[src/rtl/iopr_pkg.sv]
// ----------------------------------------------------------------------------
// iopr_pkg
// Shared types, constants and the CRC byte function of the in-order packet receiver.
// ----------------------------------------------------------------------------
package iopr_pkg;

	localparam int unsigned SEQ_WIDTH_DEF = 31;
	localparam int unsigned PERIOD_W      = 31;
	localparam int unsigned CFG_IDX_W     = 8;
	localparam int unsigned CFG_DATA_W    = 32;
	localparam int unsigned CRC_W         = 16;
	localparam int unsigned CHK_W         = 64;
	localparam int unsigned ASEQ_W        = 31;
	localparam int unsigned DEC_DIGITS    = 10;
	localparam int unsigned BCD_W         = 4 * DEC_DIGITS;
	localparam int unsigned SUM_W         = 16;
	localparam int unsigned WT_W          = 4;
	localparam int unsigned IN_DATA_W     = 104;
	localparam int unsigned OUT_DATA_W    = 96;
	localparam int unsigned OUT_USER_W    = 3;

	localparam logic [CRC_W-1:0]     CRC_INIT     = 16'hFFFF;
	localparam logic [CRC_W-1:0]     CRC_POLY     = 16'hA001;
	localparam logic [CHK_W-1:0]     CORRUPT_DROP = 64'd1000;
	localparam logic [7:0]           ASCII_ZERO   = 8'd48;
	localparam logic [PERIOD_W-1:0]  PERIOD_RST   = 31'h7FFF_FFFF;

	localparam logic [CFG_IDX_W-1:0] REG_DROP_PERIOD    = 8'd0;
	localparam logic [CFG_IDX_W-1:0] REG_CORRUPT_PERIOD = 8'd1;

	typedef enum logic [1:0] {
		VERDICT_ACCEPT  = 2'd0,
		VERDICT_ORDER   = 2'd1,
		VERDICT_CORRUPT = 2'd2
	} verdict_t;

	typedef enum logic [1:0] {
		ST_IDLE,
		ST_CALC,
		ST_SUM,
		ST_FIN
	} state_t;

	typedef struct packed {
		logic byte_en;
		logic pkt_end;
		logic start;
		logic calc_step;
		logic sum_step;
		logic load_reject;
		logic load_ack;
	} ctl_cmd_t;

	typedef struct packed {
		logic pkt_good;
	} dp_stat_t;

	function automatic logic [CRC_W-1:0] crc_feed(input logic [CRC_W-1:0] crc_in,
		input logic [7:0] b);
		logic [CRC_W-1:0] c;
		c = crc_in ^ {8'h00, b};
		for (int k = 0; k < 8; k++) begin
			if (c[0])
				c = (c >> 1) ^ CRC_POLY;
			else
				c = c >> 1;
		end
		return c;
	endfunction

endpackage

[src/rtl/in_order_packet_receiver_unit.sv]
// ----------------------------------------------------------------------------
// in_order_packet_receiver_unit
// In-order packet receiver: CRC-16 check, sequence check, ACK generation.
// ----------------------------------------------------------------------------
// Non-last beats: one per cycle while the receiver is idle, no result.
// Rejected packet: verdict beat valid in the cycle after the last input beat is taken.
// Accepted packet: result after a remainder/BCD loop of SEQ_WIDTH steps, ten
// digit-sum steps and one load; input is held off meanwhile.
// Reset: asynchronous, expected sequence 1, both periods 2^31-1, no result.
module in_order_packet_receiver_unit #(
	parameter int unsigned SEQ_WIDTH = iopr_pkg::SEQ_WIDTH_DEF
) (
	input  logic                               clk,
	input  logic                               arst_n,
	input  logic                               s_tvalid,
	output logic                               s_tready,
	input  logic [iopr_pkg::IN_DATA_W-1:0]     s_tdata,  // data_byte, packet_sequence, packet_checksum
	input  logic                               s_tlast,  // byte_last
	output logic                               m_tvalid,
	input  logic                               m_tready,
	output logic [iopr_pkg::OUT_DATA_W-1:0]    m_tdata,  // ack_sequence, ack checksum, pad
	output logic [iopr_pkg::OUT_USER_W-1:0]    m_tuser,  // verdict, ack_send
	input  logic                               cfg_valid,
	output logic                               cfg_ready,
	input  logic [iopr_pkg::CFG_IDX_W-1:0]     cfg_index,
	input  logic [iopr_pkg::CFG_DATA_W-1:0]    cfg_data
);
	import iopr_pkg::*;

	ctl_cmd_t            cmd;
	dp_stat_t            stat;
	logic [1:0]          verdict;
	logic                ack_send;
	logic [ASEQ_W-1:0]   ack_sequence;
	logic [CHK_W-1:0]    ack_chk;

	assign cfg_ready = 1'b1;
	assign m_tdata   = {1'b0, ack_chk, ack_sequence};
	assign m_tuser   = {ack_send, verdict};

	iopr_ctrl #(.SEQ_WIDTH(SEQ_WIDTH)) u_ctrl (
		.clk       (clk),
		.arst_n    (arst_n),
		.in_valid  (s_tvalid),
		.in_last   (s_tlast),
		.in_ready  (s_tready),
		.out_valid (m_tvalid),
		.out_ready (m_tready),
		.stat      (stat),
		.cmd       (cmd)
	);

	iopr_datapath #(.SEQ_WIDTH(SEQ_WIDTH)) u_dp (
		.clk             (clk),
		.arst_n          (arst_n),
		.cmd             (cmd),
		.stat            (stat),
		.cfg_we          (cfg_valid && cfg_ready),
		.cfg_index       (cfg_index),
		.cfg_data        (cfg_data),
		.data_byte       (s_tdata[7:0]),
		.packet_sequence (s_tdata[39:8]),
		.packet_checksum (s_tdata[103:40]),
		.verdict         (verdict),
		.ack_send        (ack_send),
		.ack_sequence    (ack_sequence),
		.ack_chk         (ack_chk)
	);

endmodule

[src/rtl/iopr_datapath.sv]
// ----------------------------------------------------------------------------
// iopr_datapath
// CRC, sequence tracking, period remainders, decimal digit checksum, result.
// ----------------------------------------------------------------------------
module iopr_datapath #(
	parameter int unsigned SEQ_WIDTH = iopr_pkg::SEQ_WIDTH_DEF
) (
	input  logic                              clk,
	input  logic                              arst_n,
	input  iopr_pkg::ctl_cmd_t                cmd,
	output iopr_pkg::dp_stat_t                stat,
	input  logic                              cfg_we,
	input  logic [iopr_pkg::CFG_IDX_W-1:0]    cfg_index,
	input  logic [iopr_pkg::CFG_DATA_W-1:0]   cfg_data,
	input  logic [7:0]                        data_byte,
	input  logic [31:0]                       packet_sequence,
	input  logic [iopr_pkg::CHK_W-1:0]        packet_checksum,
	output logic [1:0]                        verdict,
	output logic                              ack_send,
	output logic [iopr_pkg::ASEQ_W-1:0]       ack_sequence,
	output logic [iopr_pkg::CHK_W-1:0]        ack_chk
);
	import iopr_pkg::*;

	logic [PERIOD_W-1:0]  drop_per_q, corr_per_q;
	logic [SEQ_WIDTH-1:0] exp_seq_q;
	logic [CRC_W-1:0]     crc_q, crc_nxt;
	logic [7:0]           held_q;
	logic                 held_vld_q, ended_q;

	logic [SEQ_WIDTH-1:0] dvd_q, bin_q;
	logic [PERIOD_W-1:0]  rem_drop_q, rem_corr_q;
	logic [PERIOD_W:0]    trial_drop, trial_corr;
	logic [BCD_W-1:0]     bcd_q, bcd_adj;
	logic [SUM_W-1:0]     sum_q, sum_fix;
	logic [WT_W-1:0]      wt_q;
	logic                 started_q, dig_on;
	logic [3:0]           dig;
	logic                 do_drop, do_corr;

	always_ff @(posedge clk or negedge arst_n) begin
		if (!arst_n) begin
			drop_per_q <= PERIOD_RST;
			corr_per_q <= PERIOD_RST;
		end else if (cfg_we) begin
			if (cfg_index == REG_DROP_PERIOD)
				drop_per_q <= cfg_data[PERIOD_W-1:0];
			else if (cfg_index == REG_CORRUPT_PERIOD)
				corr_per_q <= cfg_data[PERIOD_W-1:0];
		end
	end

	// running CRC trails one byte behind the string
	always_comb begin
		crc_nxt = crc_q;
		if (!ended_q && data_byte != 8'h00 && held_vld_q)
			crc_nxt = crc_feed(crc_q, held_q);
	end

	assign stat.pkt_good = (packet_checksum == {{(CHK_W-CRC_W){1'b0}}, crc_nxt}) &&
		(packet_sequence == {{(32-SEQ_WIDTH){1'b0}}, exp_seq_q});

	always_ff @(posedge clk or negedge arst_n) begin
		if (!arst_n) begin
			crc_q      <= CRC_INIT;
			held_q     <= 8'h00;
			held_vld_q <= 1'b0;
			ended_q    <= 1'b0;
		end else if (cmd.byte_en) begin
			if (cmd.pkt_end) begin
				crc_q      <= CRC_INIT;
				held_q     <= 8'h00;
				held_vld_q <= 1'b0;
				ended_q    <= 1'b0;
			end else if (!ended_q) begin
				if (data_byte == 8'h00) begin
					ended_q <= 1'b1;
				end else begin
					crc_q      <= crc_nxt;
					held_q     <= data_byte;
					held_vld_q <= 1'b1;
				end
			end
		end
	end

	// restoring remainder against both periods, binary to BCD alongside
	assign trial_drop = {rem_drop_q, dvd_q[SEQ_WIDTH-1]};
	assign trial_corr = {rem_corr_q, dvd_q[SEQ_WIDTH-1]};

	always_comb begin
		for (int n = 0; n < DEC_DIGITS; n++) begin
			if (bcd_q[4*n +: 4] >= 4'd5)
				bcd_adj[4*n +: 4] = bcd_q[4*n +: 4] + 4'd3;
			else
				bcd_adj[4*n +: 4] = bcd_q[4*n +: 4];
		end
	end

	assign dig    = bcd_q[BCD_W-1 -: 4];
	assign dig_on = started_q || (dig != 4'd0);

	always_ff @(posedge clk) begin
		if (cmd.start) begin
			dvd_q      <= exp_seq_q;
			bin_q      <= exp_seq_q;
			rem_drop_q <= '0;
			rem_corr_q <= '0;
			bcd_q      <= '0;
			sum_q      <= '0;
			wt_q       <= '0;
			started_q  <= 1'b0;
		end else if (cmd.calc_step) begin
			dvd_q <= dvd_q << 1;
			if (trial_drop >= {1'b0, drop_per_q})
				rem_drop_q <= PERIOD_W'(trial_drop - {1'b0, drop_per_q});
			else
				rem_drop_q <= trial_drop[PERIOD_W-1:0];
			if (trial_corr >= {1'b0, corr_per_q})
				rem_corr_q <= PERIOD_W'(trial_corr - {1'b0, corr_per_q});
			else
				rem_corr_q <= trial_corr[PERIOD_W-1:0];
			bcd_q <= {bcd_adj[BCD_W-2:0], bin_q[SEQ_WIDTH-1]};
			bin_q <= bin_q << 1;
		end else if (cmd.sum_step) begin
			bcd_q <= bcd_q << 4;
			if (dig_on) begin
				sum_q     <= sum_q + (SUM_W'({4'd0, dig} + ASCII_ZERO) << wt_q);
				wt_q      <= wt_q + WT_W'(1);
				started_q <= 1'b1;
			end
		end
	end

	// a zero sequence is the single digit "0"
	assign sum_fix = (sum_q == '0) ? SUM_W'(ASCII_ZERO) : sum_q;

	assign do_drop = (drop_per_q != '0) && (rem_drop_q == '0);
	assign do_corr = (corr_per_q != '0) && (rem_corr_q == '0);

	always_ff @(posedge clk or negedge arst_n) begin
		if (!arst_n)
			exp_seq_q <= SEQ_WIDTH'(1);
		else if (cmd.load_ack)
			exp_seq_q <= exp_seq_q + SEQ_WIDTH'(1);
	end

	always_ff @(posedge clk) begin
		if (cmd.load_reject) begin
			verdict      <= (packet_sequence != {{(32-SEQ_WIDTH){1'b0}}, exp_seq_q}) ?
				VERDICT_ORDER : VERDICT_CORRUPT;
			ack_send     <= 1'b0;
			ack_sequence <= '0;
			ack_chk      <= '0;
		end else if (cmd.load_ack) begin
			verdict  <= VERDICT_ACCEPT;
			ack_send <= !do_drop;
			if (do_drop) begin
				ack_sequence <= '0;
				ack_chk      <= '0;
			end else begin
				ack_sequence <= ASEQ_W'(exp_seq_q);
				ack_chk      <= {{(CHK_W-SUM_W){1'b0}}, sum_fix} -
					(do_corr ? CORRUPT_DROP : '0);
			end
		end
	end

endmodule

[src/rtl/iopr_ctrl.sv]
// ----------------------------------------------------------------------------
// iopr_ctrl
// Sequencer: byte intake, end-of-packet calculation steps, output beat valid.
// ----------------------------------------------------------------------------
module iopr_ctrl #(
	parameter int unsigned SEQ_WIDTH = iopr_pkg::SEQ_WIDTH_DEF
) (
	input  logic               clk,
	input  logic               arst_n,
	input  logic               in_valid,
	input  logic               in_last,
	output logic               in_ready,
	output logic               out_valid,
	input  logic               out_ready,
	input  iopr_pkg::dp_stat_t stat,
	output iopr_pkg::ctl_cmd_t cmd
);
	import iopr_pkg::*;

	localparam int unsigned CNT_W = ($clog2(SEQ_WIDTH) > $clog2(DEC_DIGITS)) ?
		$clog2(SEQ_WIDTH) : $clog2(DEC_DIGITS);

	state_t           state_q, state_nxt;
	logic [CNT_W-1:0] cnt_q;
	logic             out_vld_q, out_free, acc, cnt_last;

	assign out_free  = !out_vld_q || out_ready;
	assign in_ready  = (state_q == ST_IDLE) && (!in_last || out_free);
	assign acc       = in_valid && in_ready;
	assign out_valid = out_vld_q;

	always_comb begin
		case (state_q)
			ST_CALC: cnt_last = (cnt_q == CNT_W'(SEQ_WIDTH - 1));
			ST_SUM:  cnt_last = (cnt_q == CNT_W'(DEC_DIGITS - 1));
			default: cnt_last = 1'b0;
		endcase
	end

	always_comb begin
		state_nxt = state_q;
		case (state_q)
			ST_IDLE: if (acc && in_last && stat.pkt_good) state_nxt = ST_CALC;
			ST_CALC: if (cnt_last) state_nxt = ST_SUM;
			ST_SUM:  if (cnt_last) state_nxt = ST_FIN;
			ST_FIN:  state_nxt = ST_IDLE;
			default: state_nxt = ST_IDLE;
		endcase
	end

	always_comb begin
		cmd = '0;
		case (state_q)
			ST_IDLE: begin
				cmd.byte_en     = acc;
				cmd.pkt_end     = acc && in_last;
				cmd.start       = acc && in_last && stat.pkt_good;
				cmd.load_reject = acc && in_last && !stat.pkt_good;
			end
			ST_CALC: cmd.calc_step = 1'b1;
			ST_SUM:  cmd.sum_step = 1'b1;
			ST_FIN:  cmd.load_ack = 1'b1;
			default: cmd = '0;
		endcase
	end

	always_ff @(posedge clk or negedge arst_n) begin
		if (!arst_n) begin
			state_q   <= ST_IDLE;
			cnt_q     <= '0;
			out_vld_q <= 1'b0;
		end else begin
			state_q <= state_nxt;
			if (state_q != state_nxt)
				cnt_q <= '0;
			else
				cnt_q <= cnt_q + CNT_W'(1);
			if (cmd.load_reject || cmd.load_ack)
				out_vld_q <= 1'b1;
			else if (out_ready)
				out_vld_q <= 1'b0;
		end
	end

`ifndef SYNTHESIS
	a_busy_no_ready: assert property (@(posedge clk) disable iff (!arst_n)
		(state_q != ST_IDLE) |-> !in_ready)
		else $error("input ready while busy");
	a_ack_into_free: assert property (@(posedge clk) disable iff (!arst_n)
		cmd.load_ack |-> !out_vld_q)
		else $error("result overwritten");
	a_one_load: assert property (@(posedge clk) disable iff (!arst_n)
		$onehot0({cmd.start, cmd.load_reject, cmd.load_ack}))
		else $error("conflicting loads");
	a_start_calc: assert property (@(posedge clk) disable iff (!arst_n)
		cmd.start |=> (state_q == ST_CALC) && (cnt_q == '0))
		else $error("calculation did not start");
`endif

endmodule

[config.mk]
export PLATFORM = sky130hd
export DESIGN_NAME = in_order_packet_receiver_unit
export DESIGN_NICKNAME = d
export VERILOG_FILES = /design/src/rtl/iopr_pkg.sv /design/src/rtl/in_order_packet_receiver_unit.sv /design/src/rtl/iopr_datapath.sv /design/src/rtl/iopr_ctrl.sv
export SDC_FILE = /design/constraint.sdc
export NUM_CORES = 1
export LEC_CHECK = 0
export BUFFER_PORTS_ARGS = -buffer_cell sky130_fd_sc_hd__buf_2
export CELL_PAD_IN_SITES_DETAIL_PLACEMENT = 0
export CELL_PAD_IN_SITES_GLOBAL_PLACEMENT = 2
export CORE_ASPECT_RATIO = 0.8
export CORE_UTILIZATION = 33
export DETAILED_ROUTE_END_ITERATION = 6
export GPL_ROUTABILITY_DRIVEN = 0
export GPL_TIMING_DRIVEN = 0
export PLACE_DENSITY_LB_ADDON = 0.1
export SYNTH_ARGS = -nofsm -noshare
export SYNTH_HDL_FRONTEND = slang
export SYNTH_HIERARCHICAL = 1
export SYNTH_SLANG_ARGS = --single-unit
[constraint.sdc]
create_clock -name clk -period 4.5 [get_ports clk]
set_input_delay 0.45 -clock clk [delete_from_list [all_inputs] [get_ports clk]]
set_output_delay 0.45 -clock clk [all_outputs]
set_load 0.02 [all_outputs]
=== Yosys cells after proc, flatten, opt, wreduce, memory -nomap -nowiden ===
Cells that the tools add are included.

* Shift-type cells: 1
* Divide/modulo/power cells: 0
* Bitwise operators: 11
* $add $sub $neg: 18
* Reduce and logical (&&, ||, !) cells: 37
* Mux-type cells: 66
* $lt $le $gt $ge: 12
* Equality and inequality tests: 12
* Multiply operators: 0

{| class="wikitable"
|+ Operators by type and width
! cell !! count
|-
| $mux 16 || 20
|-
| $mux 31 || 7
|-
| $mux 40 || 2
|-
| $eq 64x16->1 || 1
|-
| $ge 32x31->1 || 2
|-
| $mux 64 || 1
|-
| $sub 16x64->64 || 1
|-
| $logic_not 31->1 || 2
|-
| $reduce_bool 31->1 || 2
|-
| $sub 31x31->31 || 2
|-
| $ge 4x3->1 const B || 10
|-
| $add 4x2->4 const B || 9
|-
| $mux 4 || 9
|-
| $eq 32x31->1 || 1
|-
| $ne 32x31->1 || 1
|-
| $add 31x1->31 const B || 1
|-
| $mux 8 || 3
|-
| $not 2->3 || 8
|-
| $add 16x16->16 || 1
|-
| $logic_not 16->1 || 1
|-
| $logic_not 8->1 || 2
|-
| $shl 16x4->16 || 1
|-
| $xor 16x8->16 || 1
|-
| $mux 1 || 12
|-
| other kinds (27) || 57
|}

* Logic and storage cells: 179
* RAM bits: 0
* Memories kept: 0
* Output and inout port bits: 102
* Bits of input ports: 150
* Memory bits (read-only): 0
* Latch bits: 0
* Register bits after elaboration: 410

=== Logic depth before layout (Yosys ltp) ===
* Depth after elaboration: 32
* Mapped depth: 19
* Gate-level depth less buffers: 15

=== Hierarchy ===
The synthesis kept the hierarchy.

{| class="wikitable"
|+ Modules (own cells, without submodules)
! module !! area each (sq um) !! sequential area each (sq um) !! cells an instance !! times used
|-
| iopr_datapath || 20235.7 || 7511.0 || 2295 || 1
|-
| iopr_ctrl || 568.0 || 200.2 || 56 || 1
|-
| in_order_packet_receiver_unit || 30.0 || 0.0 || 5 || 1
|}

=== Worst setup path after synthesis ===
Ideal clock, no wire load.

* Path kind: register to register
* Start point: register u_dp.crc_q[0]
* End point: register u_dp.rem_corr_q[28]
* Setup time: 0.122 ns
* Path buffers: 2
* Stages on the path, launching flop included: 17
* Period minus slack after synthesis: 4.467 ns
* Arrival: 4.345 ns
* Required time: 4.378 ns
* Slack: 0.033 ns
* Cell sequence: dfstp_2 > xor2_1 > xnor3_1 > xnor3_2 > a21oi_2 > xor2_1 > nor4_1 > o311ai_1 > nor4_2 > nand2_1 > nor3_2 > clkbuf_1 > nor2_1 > clkbuf_1 > inv_1 > o32a_1 > o21ai_0

{| class="wikitable"
|+ RTL lines
! what !! RTL line !! text
|-
| start: declaration || iopr_datapath.sv:27 || <nowiki>logic [CRC_W-1:0] crc_q, crc_nxt;</nowiki>
|-
| start signal: assignment || iopr_datapath.sv:79 || <nowiki>crc_q <= crc_nxt;</nowiki>
|-
| end signal: assignment || iopr_datapath.sv:120 || <nowiki>rem_corr_q <= PERIOD_W'(trial_corr - {1'b0, corr_per_q});</nowiki>
|-
| end signal: assignment || iopr_datapath.sv:122 || <nowiki>rem_corr_q <= trial_corr[PERIOD_W-1:0];</nowiki>
|-
| end: declaration || iopr_datapath.sv:32 || <nowiki>logic [PERIOD_W-1:0] rem_drop_q, rem_corr_q;</nowiki>
|}

==> results.md <==
* Startpoint Class: flop
* Number of I/O port buffers at 248
* CTS max path bufs at 3
* Vias/cell at 5.29
* Number of global-route vias before repair at 17,893
* Leak Pwr at 10.7 nW
* Cell Pwr Density at 337 mW/mm²
* Hold Crit Class: input pin to flop
* Library cells used by synthesis at 99
* Fill cell count at 6,295
* Area Overhead vs Synth at 18.7%
* Post-Syn Area per Cell at 8.84 µm²
* GRT Util Overall at 21.7%
* Cell count after synthesis at 2,356
* IO Pins at 252
* Worst Path Buf+Inv at 2
* Die area at 0.0641 mm²
* Post-Layout Cell Count at 3,523
* CP Max Fanout at 8
* Met1 Wirelength at 35.2 mm
* Grt total ovfl at 0
* Initial DRC count at 1,232
* CTS Root Cell: clkbuf_16
* Yosys top cell by area: dfxtp_1
* Cts bufs inserted at 42
* CP required at 5.02 ns
* Length of routed met3 wiring at 3.78 mm
* Critical Path Sink Type: flop
* Cell Chain, Critical Path: xor2_4 -> xnor3_1 -> xnor3_2 -> or4b_1 -> and4_1 -> o311ai_1 -> nor4_2 -> nand2_1 -> nor3_4 -> buf_12 -> nor2b_1 -> clkbuf_2 -> nand3_2 -> or4_1 -> nand2_1
* Worst-Skew Late Latency at 0.59 ns
* Clk_skew at 0.0302 ns
* VDD IR max at 0.000219 V
* DRC Markers at 0
* Pwr Total at 0.00833 W
* Worst-Margin Slew at 1.14 ns
* CTS tree: built
* CP top delay family: simple AND/OR/NAND/NOR gates
* Routed Antenna Nets at 0
* Final setup vio count at 0
* Final wirelength at 71.0 mm
* H-Tree Depth at 2
* Status: complete, no violations
* Hpwl dp at 54.3 mm
* Dominant cell by count in the synthesized netlist: nand2_1
* Maximum clock frequency at 229 MHz
* Routed length on met2 at 30.8 mm
* Total number of vias at 18,649
* Largest stage delay on the critical path at 0.60 ns
* Die H at 227 µm
* CTS sink cnt at 332
* Synthesis Warnings at 6
* Post-route minimum period at 4.37 ns
* FF+latch area at 0.00771 mm²
* Synth top area cells: dfxtp_1, dfstp_2, ha_1
* Area of the multi-input gates at 0.0119 mm²
* Post-synth top area share at 16.5%
* Share of layout cells above drive strength 1 at 22.2%
* Highest Signal Layer: met5
* Antenna violations before repair at 6
* Global-route wire length before repair at 108 mm
* Max cap viols at 0
* Post-synth net total at 2,622
* Largest net degree at the start of global routing at 88
* FP Rows at 81
* Most frequent cells after synthesis: nand2_1, nor2_1, dfxtp_1, o21ai_0, a21oi_1
* Sequential area share after synthesis at 37.0%
* Core area at 0.0617 mm²
* Fin nets at 2,924
* Clock transition at the registers of the reported paths at 0.06 ns
* Critical path type: flop to flop
* CP max stage cell: or4_1
* TritonRoute pass-1 iters at 5
* Routed WL per cell at 20.1 µm
* Tcrit/Tclk final at 97.0%
* Ys async rst share at 38.3%
* Slew HR at 23.2%
* Post-synth EDFFs at 33
* Final Max Tran Viols at 0
* Final Util at 40.1%
* Ys flop type: dfxtp_1
* Yosys reg bits at 332
* Worst path most repeated cell: nand2_1
* Final Hold Fails at 0
* Die X-Extent at 283 µm
* Placed insts at 3,436
* Starting density of the core at 33.8%
* Synth Cell Area at 0.0208 mm²
* Critical Path AT at 4.89 ns
[worst min-delay path: cells and delay by family]
family / cells / cell delay [ns]
buffers and inverters: 1 / 0.12
AO/OA/AOI/OAI: 1 / 0.07
AND/OR/NAND/NOR: 1 / 0.05
[cells by family (layout without fill, tap and decap cells)]
family	Yosys count	after routing	synth area share [%]
fa+ha+maj	116	116	7.07
compound gates	579	579	18.9
flops	332	332	37.0
other cells	2	6	0.0360
xor+xnor	170	170	7.32
simple gates	769	769	18.0
buf+inv	285	618	6.28
mux	103	103	5.38
[flip-flops by register name, indices dropped and copies added, names as in the netlist]
register	flops
u_dp/drop_per_q	31
u_dp/rem_corr_q	31
u_dp/started_q	1
u_dp/verdict	2
u_dp/bin_q	29
u_dp/ended_q	1
u_dp/crc_q	16
u_ctrl/out_valid	1
u_dp/ack_send	1
u_dp/exp_seq_q	31
u_dp/sum_q	16
u_dp/bcd_q	40
u_dp/ack_chk	17
u_dp/held_q	8
u_dp/corr_per_q	31
u_dp/rem_drop_q	31
u_dp/held_vld_q	1
u_ctrl/cnt_q	5
u_dp/ack_sequence	31
u_ctrl/state_q	2
u_dp/wt_q	4
u_dp/dvd_q	2
[final cells by class]
class / count / area share (%)
repair inverters: 1 / 0.0303
plain buffers: 163 / 3.73
repair buffers: 258 / 5.54
well taps: 830 / 4.20
diodes: 4 / 0.0405
flip-flops and latches: 332 / 31.2
clock inverters: 21 / 0.921
multi-input cells: 1739 / 48.0
clock buffers: 54 / 4.47
inverters: 121 / 1.85
[report_power, final]
part	switching (W)	total [W]	leakage, nW	internal, W
registers	0.000119	0.00330	3.05	0.00318
logic	0.000927	0.00170	7.05	0.000770
clock network	0.00141	0.00334	0.648	0.00193
[per-stage QoR]
| step | TNS, ns | instance area [µm²] | hold slack, ns | worst slack [ns] |
|---|---|---|---|---|
| after global routing | -0.00110 | 24700 | 0.0890 | -0.00110 |
| final | 0 | 24700 | 0.105 | 0.134 |
| after CTS | 0 | 24700 | 0.0797 | 0.00857 |
| after detailed placement | -314.82 | 23200 | 0.392 | -2.18 |
| after floorplan | 0 | 20800 | 0.154 | 0.0326 |
| after global placement | -329.66 | 23100 | 0.439 | -2.14 |
[what timing repair did]
action | in CTS | in global routing
endpoints found under the hold margin | 8 | 0
setup endpoints to repair | 226 | 210
setup buffers | 7 | 0
pin swaps | 1 | 4
resized for setup | 42 | 25
cloned | 1 | 0
hold buffers | 1 | 0
[layer usage]
| metal | up-vias | GRT usage (%) |
|---|---|---|
| li1 | 9084 | - |
| met1 | 9037 | 31.2 |
| met2 | 444 | 33.5 |
| met3 | 80 | 3.74 |
| met4 | 4 | 5.05 |
| met5 | - | 0 |
[cell usage in the layout (no fill, tap or decap), types with 15 or more instances in the layout]
| cell | Yosys | routed |
|---|---|---|
| clkbuf_16 | 0 | 42 |
| a22o_1 | 36 | 36 |
| dfrtp_1 | 48 | 48 |
| mux2_2 | 71 | 71 |
| xnor2_1 | 77 | 75 |
| dfxtp_1 | 172 | 171 |
| mux2i_1 | 32 | 32 |
| inv_1 | 120 | 119 |
| clkbuf_1 | 81 | 75 |
| o21a_1 | 20 | 20 |
| nand3_1 | 48 | 47 |
| a21o_1 | 21 | 21 |
| xor2_1 | 90 | 89 |
| a21oi_1 | 126 | 126 |
| nand4_1 | 40 | 40 |
| edfxtp_1 | 33 | 33 |
| dfstp_2 | 79 | 79 |
| nor2b_1 | 34 | 34 |
| a311oi_1 | 38 | 38 |
| a211oi_1 | 78 | 77 |
| buf_2 | 8 | 258 |
| o21ai_0 | 127 | 126 |
| or3_1 | 15 | 15 |
| nor2_1 | 187 | 186 |
| nor4_1 | 67 | 66 |
| nor3_1 | 39 | 39 |
| nand2b_1 | 21 | 21 |
| ha_1 | 113 | 113 |
| nand2_1 | 243 | 243 |
| buf_4 | 52 | 63 |
[path summary, 6_finish.rpt]
| path | start | to | slack, ns | depth (start not counted) |
|---|---|---|---|---|
| setup / recovery | u_dp/crc_q[0] | u_dp/rem_corr_q[19] | 0.13 | 15 |
| hold / removal | cfg_data[4] | u_dp/drop_per_q[4] | 0.10 | 3 |
| setup reg to reg | u_dp/crc_q[0] | u_dp/rem_corr_q[19] | 0.13 | 15 |
| hold reg to reg | u_dp/ack_chk[12] | u_dp/ack_chk[12] | 0.45 | 2 |
| max in group asynchronous | arst_n | u_dp/drop_per_q[16] | 3.30 | 3 |
| min in group asynchronous | arst_n | u_dp/exp_seq_q[17] | 0.35 | 2 |
(Power assumes the default switching activity.)
